--- config.mk ---
export PLATFORM = sky130hd
export DESIGN_NAME = text_integer_field_scanner_flat
export DESIGN_NICKNAME = d
export VERILOG_FILES = /design/src/rtl/tifs_pkg.sv /design/src/rtl/tifs_intf.sv /design/src/rtl/tifs_dpath.sv /design/src/rtl/tifs_ctrl.sv /design/src/rtl/text_integer_field_scanner.sv /design/src/flat_wrapper.sv
export SDC_FILE = /design/constraint.sdc
export NUM_CORES = 1
export LEC_CHECK = 0
export BUFFER_PORTS_ARGS = -buffer_cell sky130_fd_sc_hd__buf_4
export CELL_PAD_IN_SITES_DETAIL_PLACEMENT = 1
export CELL_PAD_IN_SITES_GLOBAL_PLACEMENT = 1
export CORE_ASPECT_RATIO = 0.7
export CORE_MARGIN = 2
export CORE_UTILIZATION = 30
export DETAILED_ROUTE_END_ITERATION = 6
export PLACE_DENSITY = 0.61
export SKIP_LAST_GASP = 1
export SLEW_MARGIN = 40
export SYNTH_ARGS = -nofsm -noshare
export SYNTH_HDL_FRONTEND = slang
export SYNTH_SLANG_ARGS = --single-unit
export TNS_END_PERCENT = 30
--- constraint.sdc ---
create_clock -name clk_i -period 15.2 [get_ports clk_i]
set_input_delay 1.52 -clock clk_i [delete_from_list [all_inputs] [get_ports clk_i]]
set_output_delay 1.52 -clock clk_i [all_outputs]
set_load 0.02 [all_outputs]
--- src/rtl/tifs_pkg.sv ---
// Shared types, constants and helper functions for the text integer field scanner.
// No dependencies; every other file uses this package.
package tifs_pkg;

  localparam int LONG_BITS  = 64;

  localparam int CHAR_W     = 8;
  localparam int VALUE_W    = 64;
  localparam int STATUS_W   = 2;
  localparam int END_W      = 2;
  localparam int COUNT_W    = 8;
  localparam int BASE_W     = 2;
  localparam int SIZE_W     = 3;
  localparam int CFG_IDX_W  = 2;
  localparam int CFG_DATA_W = 8;
  localparam int DIG_W      = 5;
  localparam int PROD_W     = VALUE_W + 4;

  localparam logic [CHAR_W-1:0] CH_NUL   = 8'h00;
  localparam logic [CHAR_W-1:0] CH_TAB   = 8'h09;
  localparam logic [CHAR_W-1:0] CH_LF    = 8'h0A;
  localparam logic [CHAR_W-1:0] CH_CR    = 8'h0D;
  localparam logic [CHAR_W-1:0] CH_SPACE = 8'h20;
  localparam logic [CHAR_W-1:0] CH_PLUS  = 8'h2B;
  localparam logic [CHAR_W-1:0] CH_MINUS = 8'h2D;
  localparam logic [CHAR_W-1:0] CH_0     = 8'h30;
  localparam logic [CHAR_W-1:0] CH_9     = 8'h39;
  localparam logic [CHAR_W-1:0] CH_UA    = 8'h41;
  localparam logic [CHAR_W-1:0] CH_UF    = 8'h46;
  localparam logic [CHAR_W-1:0] CH_UX    = 8'h58;
  localparam logic [CHAR_W-1:0] CH_LA    = 8'h61;
  localparam logic [CHAR_W-1:0] CH_LF_HEX = 8'h66;
  localparam logic [CHAR_W-1:0] CH_LX    = 8'h78;

  localparam logic [DIG_W-1:0] DIG_BAD = 5'd31;

  typedef enum logic [BASE_W-1:0] {
    BASE_AUTO, BASE_OCT, BASE_DEC, BASE_HEX
  } base_e;

  typedef enum logic [STATUS_W-1:0] {
    ST_OK, ST_OVERFLOW, ST_NO_DIGITS
  } status_e;

  typedef enum logic [END_W-1:0] {
    END_TERM, END_WIDTH, END_TEXT
  } end_e;

  typedef enum logic [CFG_IDX_W-1:0] {
    REG_BASE_MODE, REG_SIGNED_MODE, REG_TARGET_SIZE, REG_MAX_WIDTH
  } reg_e;

  typedef enum logic [SIZE_W-1:0] {
    SIZE_CHAR, SIZE_SHORT, SIZE_INT, SIZE_LONG, SIZE_LLONG
  } size_e;

  // Controller to datapath
  typedef struct packed {
    logic  load_char;
    logic  set_sign;
    logic  set_base;
    base_e base_val;
    logic  mac_a;
    logic  mac_zero;
    logic  mac_b;
    logic  set_pfx;
    logic  finish;
    end_e  fin_end;
    logic  fin_use_char;
  } cmd_t;

  // Datapath to controller
  typedef struct packed {
    logic  is_ws;
    logic  is_sign;
    logic  is_zero;
    logic  is_x;
    logic  is_nul;
    logic  dig_ok;
    logic  width_hit;
    logic  out_free;
    base_e base_mode;
  } st_t;

  function automatic logic [DIG_W-1:0] digit_of(input logic [CHAR_W-1:0] c);
    logic [DIG_W-1:0] d;
    d = DIG_BAD;
    if (c >= CH_0 && c <= CH_9) begin
      d = DIG_W'(c - CH_0);
    end else if (c >= CH_LA && c <= CH_LF_HEX) begin
      d = DIG_W'(c - CH_LA + 8'd10);
    end else if (c >= CH_UA && c <= CH_UF) begin
      d = DIG_W'(c - CH_UA + 8'd10);
    end
    return d;
  endfunction

  function automatic logic [DIG_W-1:0] radix_of(input base_e b);
    logic [DIG_W-1:0] r;
    unique case (b)
      BASE_OCT: r = 5'd8;
      BASE_HEX: r = 5'd16;
      default:  r = 5'd10;
    endcase
    return r;
  endfunction

  // long_umax: unsigned maximum of the long type
  function automatic logic [VALUE_W-1:0] type_max(input logic sgn,
                                                  input logic [SIZE_W-1:0] size,
                                                  input logic [VALUE_W-1:0] long_umax);
    logic [VALUE_W-1:0] m;
    unique case (size)
      SIZE_CHAR:  m = sgn ? 64'h7F : 64'hFF;
      SIZE_SHORT: m = sgn ? 64'h7FFF : 64'hFFFF;
      SIZE_INT:   m = sgn ? 64'h7FFF_FFFF : 64'hFFFF_FFFF;
      SIZE_LONG:  m = sgn ? (long_umax >> 1) : long_umax;
      default:    m = sgn ? 64'h7FFF_FFFF_FFFF_FFFF : 64'hFFFF_FFFF_FFFF_FFFF;
    endcase
    return m;
  endfunction

endpackage

--- src/rtl/tifs_intf.sv ---
// Valid/ready channel interfaces: character input, result output, register writes.
// Depends on tifs_pkg for field widths.
interface tifs_char_if;
  logic                          valid;
  logic                          ready;
  logic [tifs_pkg::CHAR_W-1:0]   char_code;

  modport source (output valid, output char_code, input ready);
  modport sink   (input valid, input char_code, output ready);
endinterface

interface tifs_result_if;
  logic                           valid;
  logic                           ready;
  logic [tifs_pkg::VALUE_W-1:0]   value_bits;
  logic [tifs_pkg::STATUS_W-1:0]  status;
  logic [tifs_pkg::END_W-1:0]     ended_by;
  logic [tifs_pkg::CHAR_W-1:0]    stop_char;
  logic [tifs_pkg::COUNT_W-1:0]   digit_count;

  modport source (output valid, output value_bits, output status, output ended_by,
                  output stop_char, output digit_count, input ready);
  modport sink   (input valid, input value_bits, input status, input ended_by,
                  input stop_char, input digit_count, output ready);
endinterface

interface tifs_cfg_if;
  logic                             valid;
  logic                             ready;
  logic [tifs_pkg::CFG_IDX_W-1:0]   index;
  logic [tifs_pkg::CFG_DATA_W-1:0]  data;

  modport source (output valid, output index, output data, input ready);
  modport sink   (input valid, input index, input data, output ready);
endinterface

--- src/rtl/tifs_dpath.sv ---
// Datapath: config registers, character register, accumulator with two-step
// multiply-accumulate and overflow check, result register. Uses tifs_pkg.
module tifs_dpath #(
  parameter int LONG_BITS = tifs_pkg::LONG_BITS
) (
  input  logic                            clk_i,
  input  logic                            rst_ni,
  input  tifs_pkg::cmd_t                  cmd_i,
  output tifs_pkg::st_t                   st_o,
  input  logic [tifs_pkg::CHAR_W-1:0]     char_code_i,
  input  logic                            cfg_we_i,
  input  logic [tifs_pkg::CFG_IDX_W-1:0]  cfg_idx_i,
  input  logic [tifs_pkg::CFG_DATA_W-1:0] cfg_data_i,
  input  logic                            res_ready_i,
  output logic                            res_valid_o,
  output logic [tifs_pkg::VALUE_W-1:0]    value_bits_o,
  output logic [tifs_pkg::STATUS_W-1:0]   status_o,
  output logic [tifs_pkg::END_W-1:0]      ended_by_o,
  output logic [tifs_pkg::CHAR_W-1:0]     stop_char_o,
  output logic [tifs_pkg::COUNT_W-1:0]    digit_count_o
);
  import tifs_pkg::*;

  localparam logic [VALUE_W-1:0] LONG_UMAX = {VALUE_W{1'b1}} >> (VALUE_W - LONG_BITS);

  base_e               base_mode_q;
  logic                signed_mode_q;
  logic [SIZE_W-1:0]   target_size_q;
  logic [COUNT_W-1:0]  max_width_q;

  logic [CHAR_W-1:0]   char_q;
  logic [VALUE_W-1:0]  acc_q;
  logic                neg_q;
  logic                ovf_q;
  logic [COUNT_W-1:0]  digits_q;
  base_e               active_base_q;

  logic [PROD_W-1:0]   prod_q;
  logic [3:0]          dig_q;
  logic [VALUE_W-1:0]  lim_q;

  logic                res_valid_q;
  logic [VALUE_W-1:0]  value_q;
  status_e             status_q;
  end_e                ended_q;
  logic [CHAR_W-1:0]   stop_q;
  logic [COUNT_W-1:0]  count_q;

  logic [VALUE_W-1:0]  tmax;
  logic [VALUE_W-1:0]  cur_lim;
  logic [DIG_W-1:0]    char_dig;
  logic [PROD_W-1:0]   prod_d;
  logic [PROD_W-1:0]   sum;
  logic                sum_over;
  logic [VALUE_W-1:0]  fin_mag;
  logic [VALUE_W-1:0]  fin_val;
  logic                out_free;

  assign tmax     = type_max(signed_mode_q, target_size_q, LONG_UMAX);
  assign cur_lim  = (signed_mode_q && neg_q) ? tmax + 64'd1 : tmax;
  assign char_dig = digit_of(char_q);

  // acc * radix as shifts plus at most one add
  always_comb begin
    unique case (active_base_q)
      BASE_HEX: prod_d = {acc_q, 4'b0000};
      BASE_OCT: prod_d = {1'b0, acc_q, 3'b000};
      default:  prod_d = {1'b0, acc_q, 3'b000} + {3'b000, acc_q, 1'b0};
    endcase
  end

  // acc*b + d > limit  <=>  acc > (limit - d) / b
  assign sum      = prod_q + {{(PROD_W-4){1'b0}}, dig_q};
  assign sum_over = sum > {4'b0000, lim_q};

  assign fin_mag  = ovf_q ? cur_lim : acc_q;
  assign fin_val  = (digits_q == '0) ? '0 :
                    (signed_mode_q && neg_q) ? (64'd0 - fin_mag) : fin_mag;

  assign out_free = !res_valid_q || res_ready_i;

  always_comb begin
    st_o.is_ws     = (char_q == CH_SPACE) || (char_q == CH_TAB) ||
                     (char_q == CH_LF) || (char_q == CH_CR);
    st_o.is_sign   = (char_q == CH_PLUS) || (char_q == CH_MINUS);
    st_o.is_zero   = (char_q == CH_0);
    st_o.is_x      = (char_q == CH_LX) || (char_q == CH_UX);
    st_o.is_nul    = (char_q == CH_NUL);
    st_o.dig_ok    = char_dig < radix_of(active_base_q);
    st_o.width_hit = (max_width_q != '0) && (digits_q >= max_width_q);
    st_o.out_free  = out_free;
    st_o.base_mode = base_mode_q;
  end

  always_ff @(posedge clk_i or negedge rst_ni) begin
    if (!rst_ni) begin
      base_mode_q   <= BASE_DEC;
      signed_mode_q <= 1'b1;
      target_size_q <= SIZE_INT;
      max_width_q   <= '0;
    end else if (cfg_we_i) begin
      unique case (reg_e'(cfg_idx_i))
        REG_BASE_MODE:   base_mode_q   <= base_e'(cfg_data_i[BASE_W-1:0]);
        REG_SIGNED_MODE: signed_mode_q <= cfg_data_i[0];
        REG_TARGET_SIZE: target_size_q <= cfg_data_i[SIZE_W-1:0];
        REG_MAX_WIDTH:   max_width_q   <= cfg_data_i[COUNT_W-1:0];
        default: ;
      endcase
    end
  end

  always_ff @(posedge clk_i or negedge rst_ni) begin
    if (!rst_ni) begin
      acc_q         <= '0;
      neg_q         <= 1'b0;
      ovf_q         <= 1'b0;
      digits_q      <= '0;
      active_base_q <= BASE_AUTO;
    end else if (cmd_i.finish) begin
      acc_q         <= '0;
      neg_q         <= 1'b0;
      ovf_q         <= 1'b0;
      digits_q      <= '0;
      active_base_q <= BASE_AUTO;
    end else begin
      if (cmd_i.set_sign) neg_q <= (char_q == CH_MINUS);
      if (cmd_i.set_base) active_base_q <= cmd_i.base_val;
      if (cmd_i.set_pfx) begin
        active_base_q <= BASE_HEX;
        digits_q      <= 8'd2;
      end
      if (cmd_i.mac_b) begin
        if (sum_over) begin
          ovf_q <= 1'b1;
        end else if (!ovf_q) begin
          acc_q <= sum[VALUE_W-1:0];
        end
        if (digits_q != '1) digits_q <= digits_q + 8'd1;
      end
    end
  end

  always_ff @(posedge clk_i) begin
    if (cmd_i.load_char) char_q <= char_code_i;
    if (cmd_i.mac_a) begin
      prod_q <= prod_d;
      dig_q  <= cmd_i.mac_zero ? 4'd0 : char_dig[3:0];
      lim_q  <= cur_lim;
    end
  end

  always_ff @(posedge clk_i or negedge rst_ni) begin
    if (!rst_ni) begin
      res_valid_q <= 1'b0;
    end else if (cmd_i.finish) begin
      res_valid_q <= 1'b1;
    end else if (res_ready_i) begin
      res_valid_q <= 1'b0;
    end
  end

  always_ff @(posedge clk_i) begin
    if (cmd_i.finish) begin
      value_q  <= fin_val;
      status_q <= (digits_q == '0) ? ST_NO_DIGITS : (ovf_q ? ST_OVERFLOW : ST_OK);
      ended_q  <= cmd_i.fin_end;
      stop_q   <= cmd_i.fin_use_char ? char_q : CH_NUL;
      count_q  <= digits_q;
    end
  end

  assign res_valid_o   = res_valid_q;
  assign value_bits_o  = value_q;
  assign status_o      = status_q;
  assign ended_by_o    = ended_q;
  assign stop_char_o   = stop_q;
  assign digit_count_o = count_q;

endmodule

--- src/rtl/tifs_ctrl.sv ---
// Controller: per-character sequencer for the scan phases, pending leading zero
// and field end. Drives tifs_dpath through cmd_t / st_t from tifs_pkg.
module tifs_ctrl (
  input  logic           clk_i,
  input  logic           rst_ni,
  input  logic           char_valid_i,
  output logic           char_ready_o,
  input  tifs_pkg::st_t  st_i,
  output tifs_pkg::cmd_t cmd_o
);
  import tifs_pkg::*;

  typedef enum logic [2:0] {
    S_WAIT, S_EVAL, S_DCHAR, S_MACB, S_TDONE, S_WCHK, S_FIN
  } state_e;

  typedef enum logic [1:0] {
    PH_IDLE, PH_SIGN, PH_DIGITS
  } phase_e;

  state_e state_q, state_d;
  phase_e phase_q, phase_d;
  logic   zp_q, zp_d;
  logic   pend_q, pend_d;
  end_e   end_q, end_d;
  logic   use_char_q, use_char_d;
  logic   first_char;

  assign char_ready_o = (state_q == S_WAIT);

  always_comb begin
    state_d    = state_q;
    phase_d    = phase_q;
    zp_d       = zp_q;
    pend_d     = pend_q;
    end_d      = end_q;
    use_char_d = use_char_q;
    cmd_o      = '0;
    first_char = 1'b0;

    unique case (state_q)
      S_WAIT: begin
        if (char_valid_i) begin
          cmd_o.load_char = 1'b1;
          state_d         = S_EVAL;
        end
      end
      S_EVAL: begin
        priority if (phase_q == PH_IDLE && st_i.is_ws) begin
          state_d = S_WAIT;
        end else if (phase_q == PH_IDLE && st_i.is_sign) begin
          cmd_o.set_sign = 1'b1;
          phase_d        = PH_SIGN;
          state_d        = S_WAIT;
        end else if (phase_q != PH_DIGITS) begin
          first_char = 1'b1;
        end else if (zp_q) begin
          zp_d = 1'b0;
          if (st_i.is_x) begin
            cmd_o.set_pfx = 1'b1;
            state_d       = S_WCHK;
          end else begin
            // the held zero is a real digit; the current char follows it
            cmd_o.mac_a    = 1'b1;
            cmd_o.mac_zero = 1'b1;
            pend_d         = 1'b1;
            state_d        = S_MACB;
          end
        end else begin
          state_d = S_DCHAR;
        end

        if (first_char) begin
          phase_d        = PH_DIGITS;
          cmd_o.set_base = 1'b1;
          if (st_i.is_zero && (st_i.base_mode == BASE_AUTO || st_i.base_mode == BASE_HEX)) begin
            zp_d           = 1'b1;
            cmd_o.base_val = (st_i.base_mode == BASE_AUTO) ? BASE_OCT : BASE_HEX;
            state_d        = S_WAIT;
          end else begin
            cmd_o.base_val = (st_i.base_mode == BASE_AUTO) ? BASE_DEC : st_i.base_mode;
            state_d        = S_DCHAR;
          end
        end
      end
      S_DCHAR: begin
        if (!st_i.dig_ok) begin
          end_d      = st_i.is_nul ? END_TEXT : END_TERM;
          use_char_d = !st_i.is_nul;
          state_d    = S_FIN;
        end else begin
          cmd_o.mac_a = 1'b1;
          pend_d      = 1'b0;
          state_d     = S_MACB;
        end
      end
      S_MACB: begin
        cmd_o.mac_b = 1'b1;
        state_d     = S_TDONE;
      end
      S_TDONE: begin
        if (st_i.width_hit) begin
          end_d      = END_WIDTH;
          use_char_d = 1'b0;
          pend_d     = 1'b0;
          state_d    = S_FIN;
        end else if (pend_q) begin
          pend_d  = 1'b0;
          state_d = S_DCHAR;
        end else begin
          state_d = S_WAIT;
        end
      end
      S_WCHK: begin
        if (st_i.width_hit) begin
          end_d      = END_WIDTH;
          use_char_d = 1'b0;
          state_d    = S_FIN;
        end else begin
          state_d = S_WAIT;
        end
      end
      S_FIN: begin
        if (st_i.out_free) begin
          cmd_o.finish       = 1'b1;
          cmd_o.fin_end      = end_q;
          cmd_o.fin_use_char = use_char_q;
          phase_d            = PH_IDLE;
          zp_d               = 1'b0;
          state_d            = S_WAIT;
        end
      end
      default: state_d = S_WAIT;
    endcase
  end

  always_ff @(posedge clk_i or negedge rst_ni) begin
    if (!rst_ni) begin
      state_q    <= S_WAIT;
      phase_q    <= PH_IDLE;
      zp_q       <= 1'b0;
      pend_q     <= 1'b0;
      end_q      <= END_TERM;
      use_char_q <= 1'b0;
    end else begin
      state_q    <= state_d;
      phase_q    <= phase_d;
      zp_q       <= zp_d;
      pend_q     <= pend_d;
      end_q      <= end_d;
      use_char_q <= use_char_d;
    end
  end

endmodule

--- src/rtl/text_integer_field_scanner.sv ---
// Text integer field scanner: ASCII characters in, one scanned integer out per field.
// Top level; instantiates tifs_ctrl and tifs_dpath, uses tifs_pkg and the channel
// interfaces in tifs_intf.sv.
//
// Usage:
//   char_i   - one ASCII character per transaction; 0 marks end of text.
//   result_o - one transaction per finished field: value, status, what ended it,
//              the stop character and the count of digit characters taken.
//   cfg_i    - register writes (0 base mode, 1 signed mode, 2 target size,
//              3 max width); always ready, write only between fields.
// Per character: each character is worked on to the end before the next is taken.
//   Whitespace, sign or a held leading zero go through S_EVAL only; the x of 0x also
//   through S_WCHK. A digit goes through S_DCHAR, S_MACB and S_TDONE (two-step
//   shift-add multiply-accumulate and limit compare). A terminator goes through
//   S_DCHAR to S_FIN, where the result register loads. A held zero that turns out to
//   be a digit can send two digits through the accumulator. Reaching the width adds S_FIN.
// The result sits in an output register; the next field's characters are taken
//   while it waits. Only when a second result is ready and the receiver still
//   stalls does the scanner hold at that field's end and stop taking characters.
// Reset: config returns to decimal, signed, int bounds, unlimited width; the
//   scan restarts skipping whitespace and no result is pending.
module text_integer_field_scanner #(
  parameter int LONG_BITS = tifs_pkg::LONG_BITS
) (
  input  logic  clk_i,
  input  logic  rst_ni,
  tifs_char_if.sink     char_i,
  tifs_result_if.source result_o,
  tifs_cfg_if.sink      cfg_i
);
  import tifs_pkg::*;

  cmd_t cmd;
  st_t  st;

  assign cfg_i.ready = 1'b1;

  tifs_ctrl u_ctrl (
    .clk_i        (clk_i),
    .rst_ni       (rst_ni),
    .char_valid_i (char_i.valid),
    .char_ready_o (char_i.ready),
    .st_i         (st),
    .cmd_o        (cmd)
  );

  tifs_dpath #(
    .LONG_BITS (LONG_BITS)
  ) u_dpath (
    .clk_i         (clk_i),
    .rst_ni        (rst_ni),
    .cmd_i         (cmd),
    .st_o          (st),
    .char_code_i   (char_i.char_code),
    .cfg_we_i      (cfg_i.valid),
    .cfg_idx_i     (cfg_i.index),
    .cfg_data_i    (cfg_i.data),
    .res_ready_i   (result_o.ready),
    .res_valid_o   (result_o.valid),
    .value_bits_o  (result_o.value_bits),
    .status_o      (result_o.status),
    .ended_by_o    (result_o.ended_by),
    .stop_char_o   (result_o.stop_char),
    .digit_count_o (result_o.digit_count)
  );

endmodule

--- src/flat_wrapper.sv ---
// flat-port wrapper written by rule: the top's interface ports become plain ports
module text_integer_field_scanner_flat import tifs_pkg::*;
#(
  parameter int LONG_BITS = tifs_pkg::LONG_BITS
)
  (clk_i, rst_ni, char_i_valid, char_i_char_code, char_i_ready, result_o_valid, result_o_value_bits, result_o_status, result_o_ended_by, result_o_stop_char, result_o_digit_count, result_o_ready, cfg_i_valid, cfg_i_index, cfg_i_data, cfg_i_ready);
  tifs_char_if char_i_i ();
  tifs_result_if result_o_i ();
  tifs_cfg_if cfg_i_i ();
  input  logic clk_i;
  input  logic rst_ni;
  input wire logic [$bits(char_i_i.valid)-1:0] char_i_valid;
  input wire logic [$bits(char_i_i.char_code)-1:0] char_i_char_code;
  output wire logic [$bits(char_i_i.ready)-1:0] char_i_ready;
  output wire logic [$bits(result_o_i.valid)-1:0] result_o_valid;
  output wire logic [$bits(result_o_i.value_bits)-1:0] result_o_value_bits;
  output wire logic [$bits(result_o_i.status)-1:0] result_o_status;
  output wire logic [$bits(result_o_i.ended_by)-1:0] result_o_ended_by;
  output wire logic [$bits(result_o_i.stop_char)-1:0] result_o_stop_char;
  output wire logic [$bits(result_o_i.digit_count)-1:0] result_o_digit_count;
  input wire logic [$bits(result_o_i.ready)-1:0] result_o_ready;
  input wire logic [$bits(cfg_i_i.valid)-1:0] cfg_i_valid;
  input wire logic [$bits(cfg_i_i.index)-1:0] cfg_i_index;
  input wire logic [$bits(cfg_i_i.data)-1:0] cfg_i_data;
  output wire logic [$bits(cfg_i_i.ready)-1:0] cfg_i_ready;
  assign char_i_i.valid = char_i_valid;
  assign char_i_i.char_code = char_i_char_code;
  assign char_i_ready = char_i_i.ready;
  assign result_o_valid = result_o_i.valid;
  assign result_o_value_bits = result_o_i.value_bits;
  assign result_o_status = result_o_i.status;
  assign result_o_ended_by = result_o_i.ended_by;
  assign result_o_stop_char = result_o_i.stop_char;
  assign result_o_digit_count = result_o_i.digit_count;
  assign result_o_i.ready = result_o_ready;
  assign cfg_i_i.valid = cfg_i_valid;
  assign cfg_i_i.index = cfg_i_index;
  assign cfg_i_i.data = cfg_i_data;
  assign cfg_i_ready = cfg_i_i.ready;
  text_integer_field_scanner #(.LONG_BITS(LONG_BITS)) u_core (.clk_i(clk_i), .rst_ni(rst_ni), .char_i(char_i_i), .result_o(result_o_i), .cfg_i(cfg_i_i));
endmodule
**Word level (Yosys, flattened, before mapping)**

Cells that the tools add are included.

- Register bits: 329
- Input port bits: 23
- Output and inout port bits: 87
- Word-level logic and storage cells: 232

- Add/subtract/negate cells: 10
- Magnitude comparators: 9
- Equal/unequal tests: 40
- Multiplexer cells: 102
- Reduce and logical (&&, ||, !) cells: 46

Operator list:

| cell | number |
|---|---|
| $mux 64 | 8 |
| $pmux 64 s3 | 1 |
| $pmux 68 s2 | 1 |
| $add 67x65->68 | 1 |
| $add 68x4->68 | 1 |
| $gt 68x64->1 | 1 |
| $add 64x1->64 const B | 1 |
| $sub 1x64->64 const A | 1 |
| $mux 2 | 20 |
| $mux 8 | 5 |
| $mux 1 | 39 |
| $mux 3 | 12 |
| $eq 8x6->1 const B | 4 |
| $mux 32 | 1 |
| $eq 8x4->1 const B | 3 |
| $pmux 3 s7 | 1 |
| $ne 2x2->1 const B | 10 |
| $eq 8x7->1 const B | 2 |
| $ge 8x7->1 const B | 2 |
| $le 8x7->1 const B | 2 |
| $logic_not 8->1 | 2 |
| $mux 16 | 1 |
| $mux 5 | 3 |
| $reduce_and 2->1 | 7 |
| 34 further kinds | 78 |

**Logic depth before layout (Yosys ltp)**

Gate-level depths: netlist of run 1.

- Word-level depth: 12
- Mapped depth: 23
- Mapped depth without buffers: 21

**Modules after synthesis**

A second synthesis of run 1 with hierarchy kept.

- Cells, all modules: 2,376
- Area, all modules: 21,525.6 um^2

By module, submodules not included:

| module | times used | cells an instance | area an instance (um^2) | sequential area each (um^2) |
|---|---|---|---|---|
| tifs_dpath | 1 | 2,290 | 20,746.1 | 7,806.2 |
| tifs_ctrl | 1 | 84 | 768.2 | 250.2 |
| text_integer_field_scanner | 1 | 2 | 11.3 | 0.0 |

**Worst setup path after synthesis of run 1**

Ideal clock, no wire load.

- Kind: reg2reg
- Start: register u_core.u_dpath.prod_q[1]
- End: register u_core.u_dpath.acc_q[43]
- Library setup time: 128 ps
- Arrival time: 4,996 ps
- Required time: 15,072 ps
- Path slack: 10,077 ps
- Cell stages (with the launch flop): 24
- Buffers on the path: 2
- Clock period less this slack: 5,123 ps
- Path through: edfxtp_1 > ha_1 > inv_1 > fa_1 > nand2b_1 > a21oi_2 > nand4_1 > nor2b_1 > nand4_1 > nor3_1 > nand4_1 > xnor2_1 > ha_1 > nand4_1 > nor2_1 > and3_1 > nor4bb_1 > a21oi_1 > o21ai_0 > o21ai_0 > or4_1 > buf_4 > buf_6 > mux2_1

- Word-level cells in the longest chain between the ends: 5
- Elaborated cells on any way between the ends: 8
- Those cells by class: add/sub: 1; order compare: 1; eq/ne: 1; mux: 4; reduce/logical: 1

RTL lines:

| element | line | source |
|---|---|---|
| from (decl) | tifs_dpath.sv:38 | `logic [PROD_W-1:0] prod_q;` |
| from (signal assigned) | tifs_dpath.sv:146 | `prod_q <= prod_d;` |
| $add 68x4->68 (*) | tifs_dpath.sv:73 | `assign sum = prod_q + {{(PROD_W-4){1'b0}}, dig_q};` |
| branches (longest 4 deep; another with $gt 68x64->1) | n/a |  |
| to (signal assigned) | tifs_dpath.sv:136 | `acc_q <= sum[VALUE_W-1:0];` |
| to (decl) | tifs_dpath.sv:32 | `logic [VALUE_W-1:0] acc_q;` |

Mark *: on every way between the ends. The select of a mux whose other input is x is not followed.
A chain may end at the register's enable or synchronous reset.

**Final worst setup path of run 1**

- Start: register u_core.u_dpath.prod_q[1]
- End: register u_core.u_dpath.acc_q[9]

Same word-level chain as after synthesis.

==> load_flow_metrics.sql, run 1 <==
INSERT INTO impl_metrics (metric_group, metric, value, unit) VALUES
('sta', 'timing.final.max_slew_violations', '0', ''),
('final_layout', 'antenna-diode-count', '0', ''),
('synthesis', 'synth_top_area_frac', '0.2530', ''),
('final_layout', 'layoutNonFillerInstCount', '3347', ''),
('floorplanning', 'die_width', '326.5', 'um'),
('floorplanning', 'placement_rows', '82', ''),
('route', 'routed_wl', '78670', 'um'),
('final_layout', 'fin_nets', '2531', ''),
('clock_tree', 'ctsResizeCount', '0', ''),
('worst_setup_path', 'r2r.worst_path.cells', '22', ''),
('synthesis', 'post_synth_inst_count', '2313', ''),
('flow_run', 'max_capacitance_violation_total', '0', ''),
('synthesis', 'ys.warnings.count', '0', ''),
('pwr', 'combinationalPowerShare', '0.440', ''),
('worst_setup_path', 'worst_setup_sp', 'u_core.u_dpath.prod_q[1]', ''),
('worst_setup_path', 'critPathMostFrequentCell', 'nand4_1', ''),
('sta', 'post-route-min-period', '6543', 'ps'),
('worst_setup_path', 'setup.worst_path.end_class', 'flip-flop', ''),
('sta', 'final_critical_path_setup_slack', '8657', 'ps'),
('worst_setup_path', 'timing.critical_path.depth', '22', ''),
('floorplanning', 'die_area', '75000', 'um^2'),
('synthesis', 'synth_flop_cell', 'edfxtp_1', ''),
('worst_setup_path', 'destination_of_the_worst_register_to_register_timing_path', 'u_core.u_dpath.acc_q[9]', ''),
('global_routing', 'grt_antenna_before_repair', '5', ''),
('floorplanning', 'core_area', '71820', 'um^2'),
('pwr', 'leakagePower', '10.61', 'nW'),
('synthesis', 'synth_enable_flop_cells', '184', ''),
('min_path', 'hold_path_class', 'flip-flop to flip-flop', ''),
('floorplanning', 'pin_count', '110', ''),
('sta', 'max-slew-margin-rel', '0.4050', ''),
('global_routing', 'grt_use_total', '0.2056', ''),
('route', 'num_vias', '18640', ''),
('clock_tree', 'clock_sink_count', '285', ''),
('synthesis', 'syn_nets', '2488', ''),
('synthesis', 'syn_area_per_cell', '9.442', 'um^2'),
('sta', 'rsz0062_at_grt', 'false', ''),
('worst_setup_path', 'cpLargestDelayFamily', 'simple AND/OR/NAND/NOR gates', ''),
('pwr', 'total_power', '3.775', 'mW'),
('clock_tree', 'cts_hold_buffers', '0', ''),
('clock_tree', 'worst_skew_pair.late_latency', '580', 'ps'),
('route', 'drtAntennaViolNets', '0', ''),
('worst_setup_path', 'r2r-start', 'u_core.u_dpath.prod_q[1]', ''),
('clock_tree', 'tritoncts', 'done', ''),
('pwr', 'power.density_cell_area', '153.0', 'nW/um^2'),
('route', 'drt_drc_violations_left', '0', ''),
('route', 'routedWlPerCell', '23.50', 'um'),
('synthesis', 'synth_top_cells_by_area', 'edfxtp_1, dfrtp_1, ha_1, a21oi_1, mux2_4', ''),
('worst_setup_path', 'setup_crit_end', 'u_core.u_dpath.acc_q[9]', ''),
('sta', 'setup_total_negative_slack', '0', 'ps'),
('global_routing', 'grt_first_pass_wirelength', '119900', 'um'),
('synthesis', 'seq_total_area_yosys', '0.3689', ''),
('final_layout', 'stdcell_area', '24670', 'um^2'),
('floorplanning', 'die_h', '229.7', 'um'),
('route', 'viasPerCell', '5.570', ''),
('global_routing', 'grt-ovfl-total', '0', ''),
('synthesis', 'number_of_distinct_library_cell_variants_in_the_gate_level_netlist_after_synthesis', '100', ''),
('placement', 'globalplace.congestion', '0.8662', ''),
('placement', 'hpwlAfterDp', '58640', 'um'),
('worst_setup_path', 'worstSetupPathType', 'flip-flop to flip-flop', ''),
('floorplanning', 'initial_core_util', '0.3041', ''),
('synthesis', 'ys_seq_elements', '285', ''),
('worst_setup_path', 'worst_ep_required_time', '15650', 'ps'),
('sta', 'tightestPinTransition', '885.7', 'ps'),
('worst_setup_path', 'timing.critical_path.slowest_stage_cell', 'or4_4', ''),
('pwr', 'max-vdd-ir-drop', '0.09252', 'mV'),
('worst_setup_path', 'timing.critical_path.arrival', '6990', 'ps'),
('placement', 'placed_cells', '3285', ''),
('worst_setup_path', 'critical_path.max_fanout', '39', ''),
('outcome', 'run_status', 'finished, final reports clean', ''),
('worst_setup_path', 'critPathLaunchType', 'flip-flop', ''),
('synthesis', 'syn_area', '21840', 'um^2');
cells in the final DEF (no fill, tap or decap), drive strengths merged, types with 26 or more instances in the layout:
cell type  count
nand3         51
a211oi        26
xnor2         79
edfxtp       184
mux2i         53
ha           150
clkbuf        42
and2          79
o211ai        26
o21ai        120
nor2b         28
nor4          26
inv           92
buf          127
mux2          88
dfrtp         98
a21o          98
nor3          58
nand4         47
a21oi        182
nand2        154
nor2         204
xor2          64
and3          35
through the flow:
stage / utilization / hold WS (ps)
floorplan: - / 438.7
global placement: 0.3271 / 452.3
detailed placement: 0.3276 / 466.2
CTS: 0.3429 / 479.4
global route: 0.3436 / 510.0
finish: 0.3436 / 473.1
cells in the mapped netlist, types with 10 or more instances:
| cell | instances |
|---|---|
| a21oi_1 | 180 |
| nand2b_1 | 22 |
| o211ai_1 | 26 |
| and3_1 | 35 |
| nor4_1 | 23 |
| or3_1 | 19 |
| mux2_2 | 30 |
| a21o_1 | 98 |
| o21ai_0 | 116 |
| a211oi_1 | 26 |
| a31oi_1 | 14 |
| dfrtp_1 | 98 |
| inv_1 | 86 |
| and2_1 | 79 |
| nor2_1 | 204 |
| o21bai_1 | 13 |
| nor3_1 | 57 |
| and4_1 | 10 |
| nand2_1 | 154 |
| a221oi_1 | 14 |
| edfxtp_1 | 184 |
| nand4_1 | 47 |
| xnor2_1 | 79 |
| xor2_1 | 64 |
| mux2i_1 | 53 |
| nor2b_1 | 27 |
| clkbuf_1 | 94 |
| o22ai_1 | 13 |
| nand3_1 | 50 |
| ha_1 | 150 |
| mux2_4 | 54 |
| buf_1 | 10 |
worst min path at each step:
stage,from,to,slack (ps),depth (start not counted)
6_report,u_core.u_ctrl.end_q[0],u_core.u_ctrl.end_q[0],470,2
5_1_grt,u_core.u_ctrl.end_q[0],u_core.u_ctrl.end_q[0],510,2
4_1_cts,u_core.u_ctrl.end_q[0],u_core.u_ctrl.end_q[0],480,2
3_5_place_dp,u_core.u_ctrl.end_q[0],u_core.u_ctrl.end_q[0],470,2
3_3_place_gp,u_core.u_ctrl.end_q[0],u_core.u_ctrl.end_q[0],450,2
2_1_floorplan,u_core.u_ctrl.end_q[0],u_core.u_ctrl.end_q[0],440,2
routing by layer:
| layer | share of wire | track usage | vias up |
|---|---|---|---|
| met3 | 0.058 | 0.03200 | 61 |
| li1 | - | - | 8636 |
| met2 | 0.40 | 0.2879 | 437 |
| met5 | 0 | 0 | - |
| met1 | 0.53 | 0.3279 | 9509 |
| met4 | 0.012 | 0.03727 | 0 |
tightest hold or removal path, stage by stage (launching register included):
cell and delay, ps:
dfrtp_1 340, nand2_1 50, nand2_1 50
final cells by class:
| type | instances | area, um^2 | share of cell area |
|---|---|---|---|
| multi-input cells | 1819 | 12980 | 0.5259 |
| flip-flops and latches | 285 | 8065 | 0.3269 |
| well taps | 966 | 1209 | 0.04898 |
| repair buffers | 127 | 984.7 | 0.03991 |
| clock buffers | 42 | 912.1 | 0.03697 |
| inverters | 89 | 336.6 | 0.01364 |
| clock inverters | 19 | 190.2 | 0.007708 |
registers in the layout, summed over array words and instances, names as in the netlist, 2 cells and up:
register	count
u_core.u_ctrl.state_q	3
u_core.u_dpath.dig_q	4
u_core.u_dpath.ended_by_o	2
u_core.u_ctrl.phase_q	2
u_core.u_dpath.digit_count_o	8
u_core.u_dpath.prod_q	67
u_core.u_dpath.lim_q	21
u_core.u_dpath.base_mode_q	2
u_core.u_dpath.max_width_q	8
u_core.u_dpath.value_bits_o	64
u_core.u_dpath.digits_q	8
u_core.u_dpath.char_q	8
u_core.u_dpath.acc_q	64
u_core.u_ctrl.end_q	2
u_core.u_dpath.active_base_q	2
u_core.u_dpath.stop_char_o	8
u_core.u_dpath.target_size_q	3
u_core.u_dpath.status_o	2
logic make-up after synthesis:
family	Yosys count	synth area share
XOR/XNOR	143	0.05735
AO/OA/AOI/OAI	604	0.1817
multiplexers	141	0.07895
flip-flops	285	0.3689
AND/OR/NAND/NOR	778	0.1851
adder cells (fa/ha/maj)	152	0.08777
buffers and inverters	209	0.03999
other	1	0.0001717
power groups by stage:
stage | combinational [mW] | clock [mW] | sequential, mW
finish | 1.66 | 0.842 | 1.27
global route | 1.81 | 0.891 | 1.29
CTS | 1.65 | 0.865 | 1.26
detailed placement | 1.64 | 0 | 1.28
global placement | 1.59 | 0 | 1.27
floorplan | 1.17 | 0 | 1.16
Power figures use the tool's default switching activity.
==> inputs of run 2 (changes only) <==
==> constraint.sdc (replaced) <==
create_clock -name clk_i -period 6.1 [get_ports clk_i]
set_input_delay 0.61 -clock clk_i [delete_from_list [all_inputs] [get_ports clk_i]]
set_output_delay 0.61 -clock clk_i [all_outputs]
set_load 0.02 [all_outputs]
==> run 2 against run 1 <==
Core utilization up 0.55 points. Clock power rose to 2.8 times the previous value. Clock-buffer cell count down 2. Sequential share of layout area down 0.51 points. Largest power group unchanged. Sequential cell count unchanged. Cell area up 1.6%. Total power rose to 2.6 times the previous value. Non-clock buffer count up 32. Combinational power rose to 2.5 times the previous value. Critical path type unchanged. Die area unchanged. Critical path depth up 1.
==> load_flow_metrics.sql, run 2 (synthesis gave the netlist of run 1 again) <==
INSERT INTO impl_metrics (metric_group, metric, value, unit) VALUES
('outcome', 'run_status', 'finished, final reports clean', ''),
('worst_setup_path', 'timing.critical_path.arrival', '6180', 'ps'),
('placement', 'worst_slack_at_placement', '147.8', 'ps'),
('sta', 'final_critical_path_setup_slack', '366.3', 'ps'),
('clock_tree', 'worst_skew_pair.late_latency', '580', 'ps'),
('route', 'drt-initial-drc-count', '1467', ''),
('sta', 'final.period_utilization', '0.9400', ''),
('clock_tree', 'cts_hold_buffers', '0', ''),
('floorplanning', 'placement_rows', '82', ''),
('floorplanning', 'die_area', '75000', 'um^2'),
('worst_setup_path', 'r2r-start', 'u_core.u_dpath.prod_q[1]', ''),
('pwr', 'netSwitchingFraction', '0.4331', ''),
('worst_setup_path', 'critPathLaunchType', 'flip-flop', ''),
('global_routing', 'grt_antenna_before_repair', '1', ''),
('final_layout', 'area.growth.synth_to_final', '14.79', '%'),
('clock_tree', 'cts_made_buffers', '36', ''),
('sta', 'report.final.hold_viol_count', '0', ''),
('route', 'drtPass1Iterations', '5', ''),
('min_path', 'hold_path_class', 'input pin to async pin', ''),
('clock_tree', 'htree_levels', '2', ''),
('route', 'routedWlPerCell', '23.56', 'um'),
('route', 'num_vias', '18900', ''),
('global_routing', 'grt-ovfl-total', '0', ''),
('final_layout', 'layout.cells.most_common', 'nor2_1', ''),
('clock_tree', 'tritoncts', 'done', ''),
('floorplanning', 'initial_core_util', '0.3041', ''),
('pwr', 'switchingPower', '4.189', 'mW'),
('sta', 'post-route-min-period', '5734', 'ps'),
('pwr', 'total_power', '9.673', 'mW'),
('route', 'drt_drc_violations_left', '0', ''),
('placement', 'port_buffers', '108', ''),
('sta', 'max-slew-margin-rel', '0.4025', ''),
('route', 'drtAntennaViolNets', '0', ''),
('sta', 'timing.final.max_slew_violations', '0', ''),
('placement', 'hpwlAfterDp', '59990', 'um'),
('global_routing', 'grt_use_total', '0.2091', ''),
('final_layout', 'final_core_util', '0.3491', ''),
('worst_setup_path', 'destination_of_the_worst_register_to_register_timing_path', 'u_core.u_dpath.acc_q[44]', ''),
('pwr', 'leakagePower', '10.85', 'nW'),
('final_layout', 'final_cell_mix', 'nor2_1, edfxtp_1, a21oi_1, buf_4, nand2_1', ''),
('worst_setup_path', 'r2r.worst_path.cells', '23', ''),
('final_layout', 'layout.filler_cells', '8274', ''),
('global_routing', 'grt_first_pass_wirelength', '121800', 'um'),
('pwr', 'power.density_cell_area', '385.8', 'nW/um^2'),
('final_layout', 'fin_nets', '2565', ''),
('worst_setup_path', 'critical_path.max_fanout', '32', ''),
('route', 'routed_wl', '79760', 'um'),
('worst_setup_path', 'worstSetupPathType', 'flip-flop to flip-flop', ''),
('placement', 'placed_area', '23740', 'um^2'),
('global_routing', 'number_of_global_route_vias_before_repair', '19080', ''),
('final_layout', 'largest_register', 'u_core.u_dpath.prod_q', ''),
('floorplanning', 'core_area', '71820', 'um^2'),
('floorplanning', 'die_width', '326.5', 'um'),
('clock_tree', 'clock_sink_count', '285', ''),
('sta', 'clock_skew', '28.45', 'ps'),
('worst_setup_path', 'worst_ep_required_time', '6540', 'ps'),
('sta', 'report.final.setup_viol', '0', ''),
('sta', 'tightestPinTransition', '885.1', 'ps'),
('flow_run', 'max_capacitance_violation_total', '0', ''),
('pwr', 'max-vdd-ir-drop', '0.1840', 'mV'),
('sta', 'max_freq', '174.4', 'MHz'),
('floorplanning', 'pin_count', '110', ''),
('worst_setup_path', 'setup.worst_path.end_class', 'flip-flop', ''),
('pwr', 'proportion_of_power_drawn_by_flip_flops_and_latches', '0.319', ''),
('pwr', 'cell_internal_pwr', '5.484', 'mW'),
('sta', 'rsz0062_at_grt', 'false', ''),
('final_layout', 'stdcell_area', '25070', 'um^2'),
('final_layout', 'largest_register_ffs', '67', ''),
('clock_tree', 'clockRootBuffer', 'clkbuf_16', ''),
('pwr', 'power.share.clock', '0.244', ''),
('placement', 'globalplace.congestion', '0.8598', ''),
('pwr', 'combinationalPowerShare', '0.438', ''),
('route', 'viasPerCell', '5.581', ''),
('clock_tree', 'clk_path_buf_depth', '3', ''),
('global_routing', 'maximum_number_of_pins_on_one_net_before_global_route_repair', '71', ''),
('worst_setup_path', 'setup.reg_to_reg.worst_slack', '370', 'ps'),
('final_layout', 'post_route_cells_drive_above_1_share', '0.1526', ''),
('sta', 'setup_total_negative_slack', '0', 'ps'),
('clock_tree', 'clk_pin_slew', '60', 'ps'),
('floorplanning', 'die_h', '229.7', 'um');
## run 2: what timing repair did
item,4_1_cts,5_1_grt
resized for setup,0,4
setup endpoints to repair,0,64
setup buffers,0,3
## run 2: critical path, cell delays in order (launching register included)
cell      delay [ps]
edfxtp_1         330
ha_1             180
inv_1             60
fa_1             390
nand2b_1         220
a21oi_4          320
nand4_1          260
nor2b_1          240
nand4_1          250
nor3_1           260
buf_4            190
nand4_1          110
xnor2_1          160
ha_1             300
nand4_1          120
nor2_1           200
and3_1           220
nor4bb_1         270
a21oi_1           90
o21ai_0           90
o21ai_0          160
or4_4            530
buf_6            250
mux2_1           380
## run 2: layer usage
layer	GRT usage	routed length, um	part of all wire
met4	0.03899	1064	0.013
met1	0.3368	41900	0.53
met5	0	0	0
met3	0.03640	5153	0.065
met2	0.2853	31650	0.40
## run 2: power by group through the flow
stage	combinational, mW	sequential (mW)	clock [mW]
floorplan	2.91	2.88	0
detailed placement	4.18	3.11	0
CTS	4.21	3.07	2.40
finish	4.23	3.08	2.36
global placement	4.06	3.09	0
global route	4.65	3.12	2.47
## run 2: layout make-up
cell class	instances	area, um^2	area share
Sequential cell	285	8065	0.3217
Multi-Input combinational cell	1819	12970	0.5174
Timing Repair Buffer	159	1205	0.04806
Clock buffer	40	915.9	0.03653
Tap cell	966	1209	0.04821
Clock inverter	26	359.1	0.01432
Inverter	89	339.1	0.01353
Antenna cell	2	5.005	0.0001996
## run 2: worst max path at each step
stage	from	endpoint	slack (ps)	cells after the start
6_report	u_core.u_dpath.prod_q[1]	u_core.u_dpath.acc_q[44]	370	23
5_1_grt	u_core.u_dpath.prod_q[1]	u_core.u_dpath.acc_q[43]	7	23
4_1_cts	u_core.u_dpath.dig_q[1]	u_core.u_dpath.acc_q[44]	100	23
3_5_place_dp	u_core.u_dpath.dig_q[1]	u_core.u_dpath.acc_q[44]	150	23
3_3_place_gp	u_core.u_dpath.prod_q[1]	u_core.u_dpath.acc_q[43]	310	23
2_1_floorplan	u_core.u_dpath.prod_q[1]	u_core.u_dpath.acc_q[43]	980	23
## run 2: through the flow
step	hold slack, ps	instances
floorplan	314.4	2313
global route	126.8	3384
global placement	456.2	3315
CTS	103.1	3381
detailed placement	483.1	3315
finish	96.81	3386
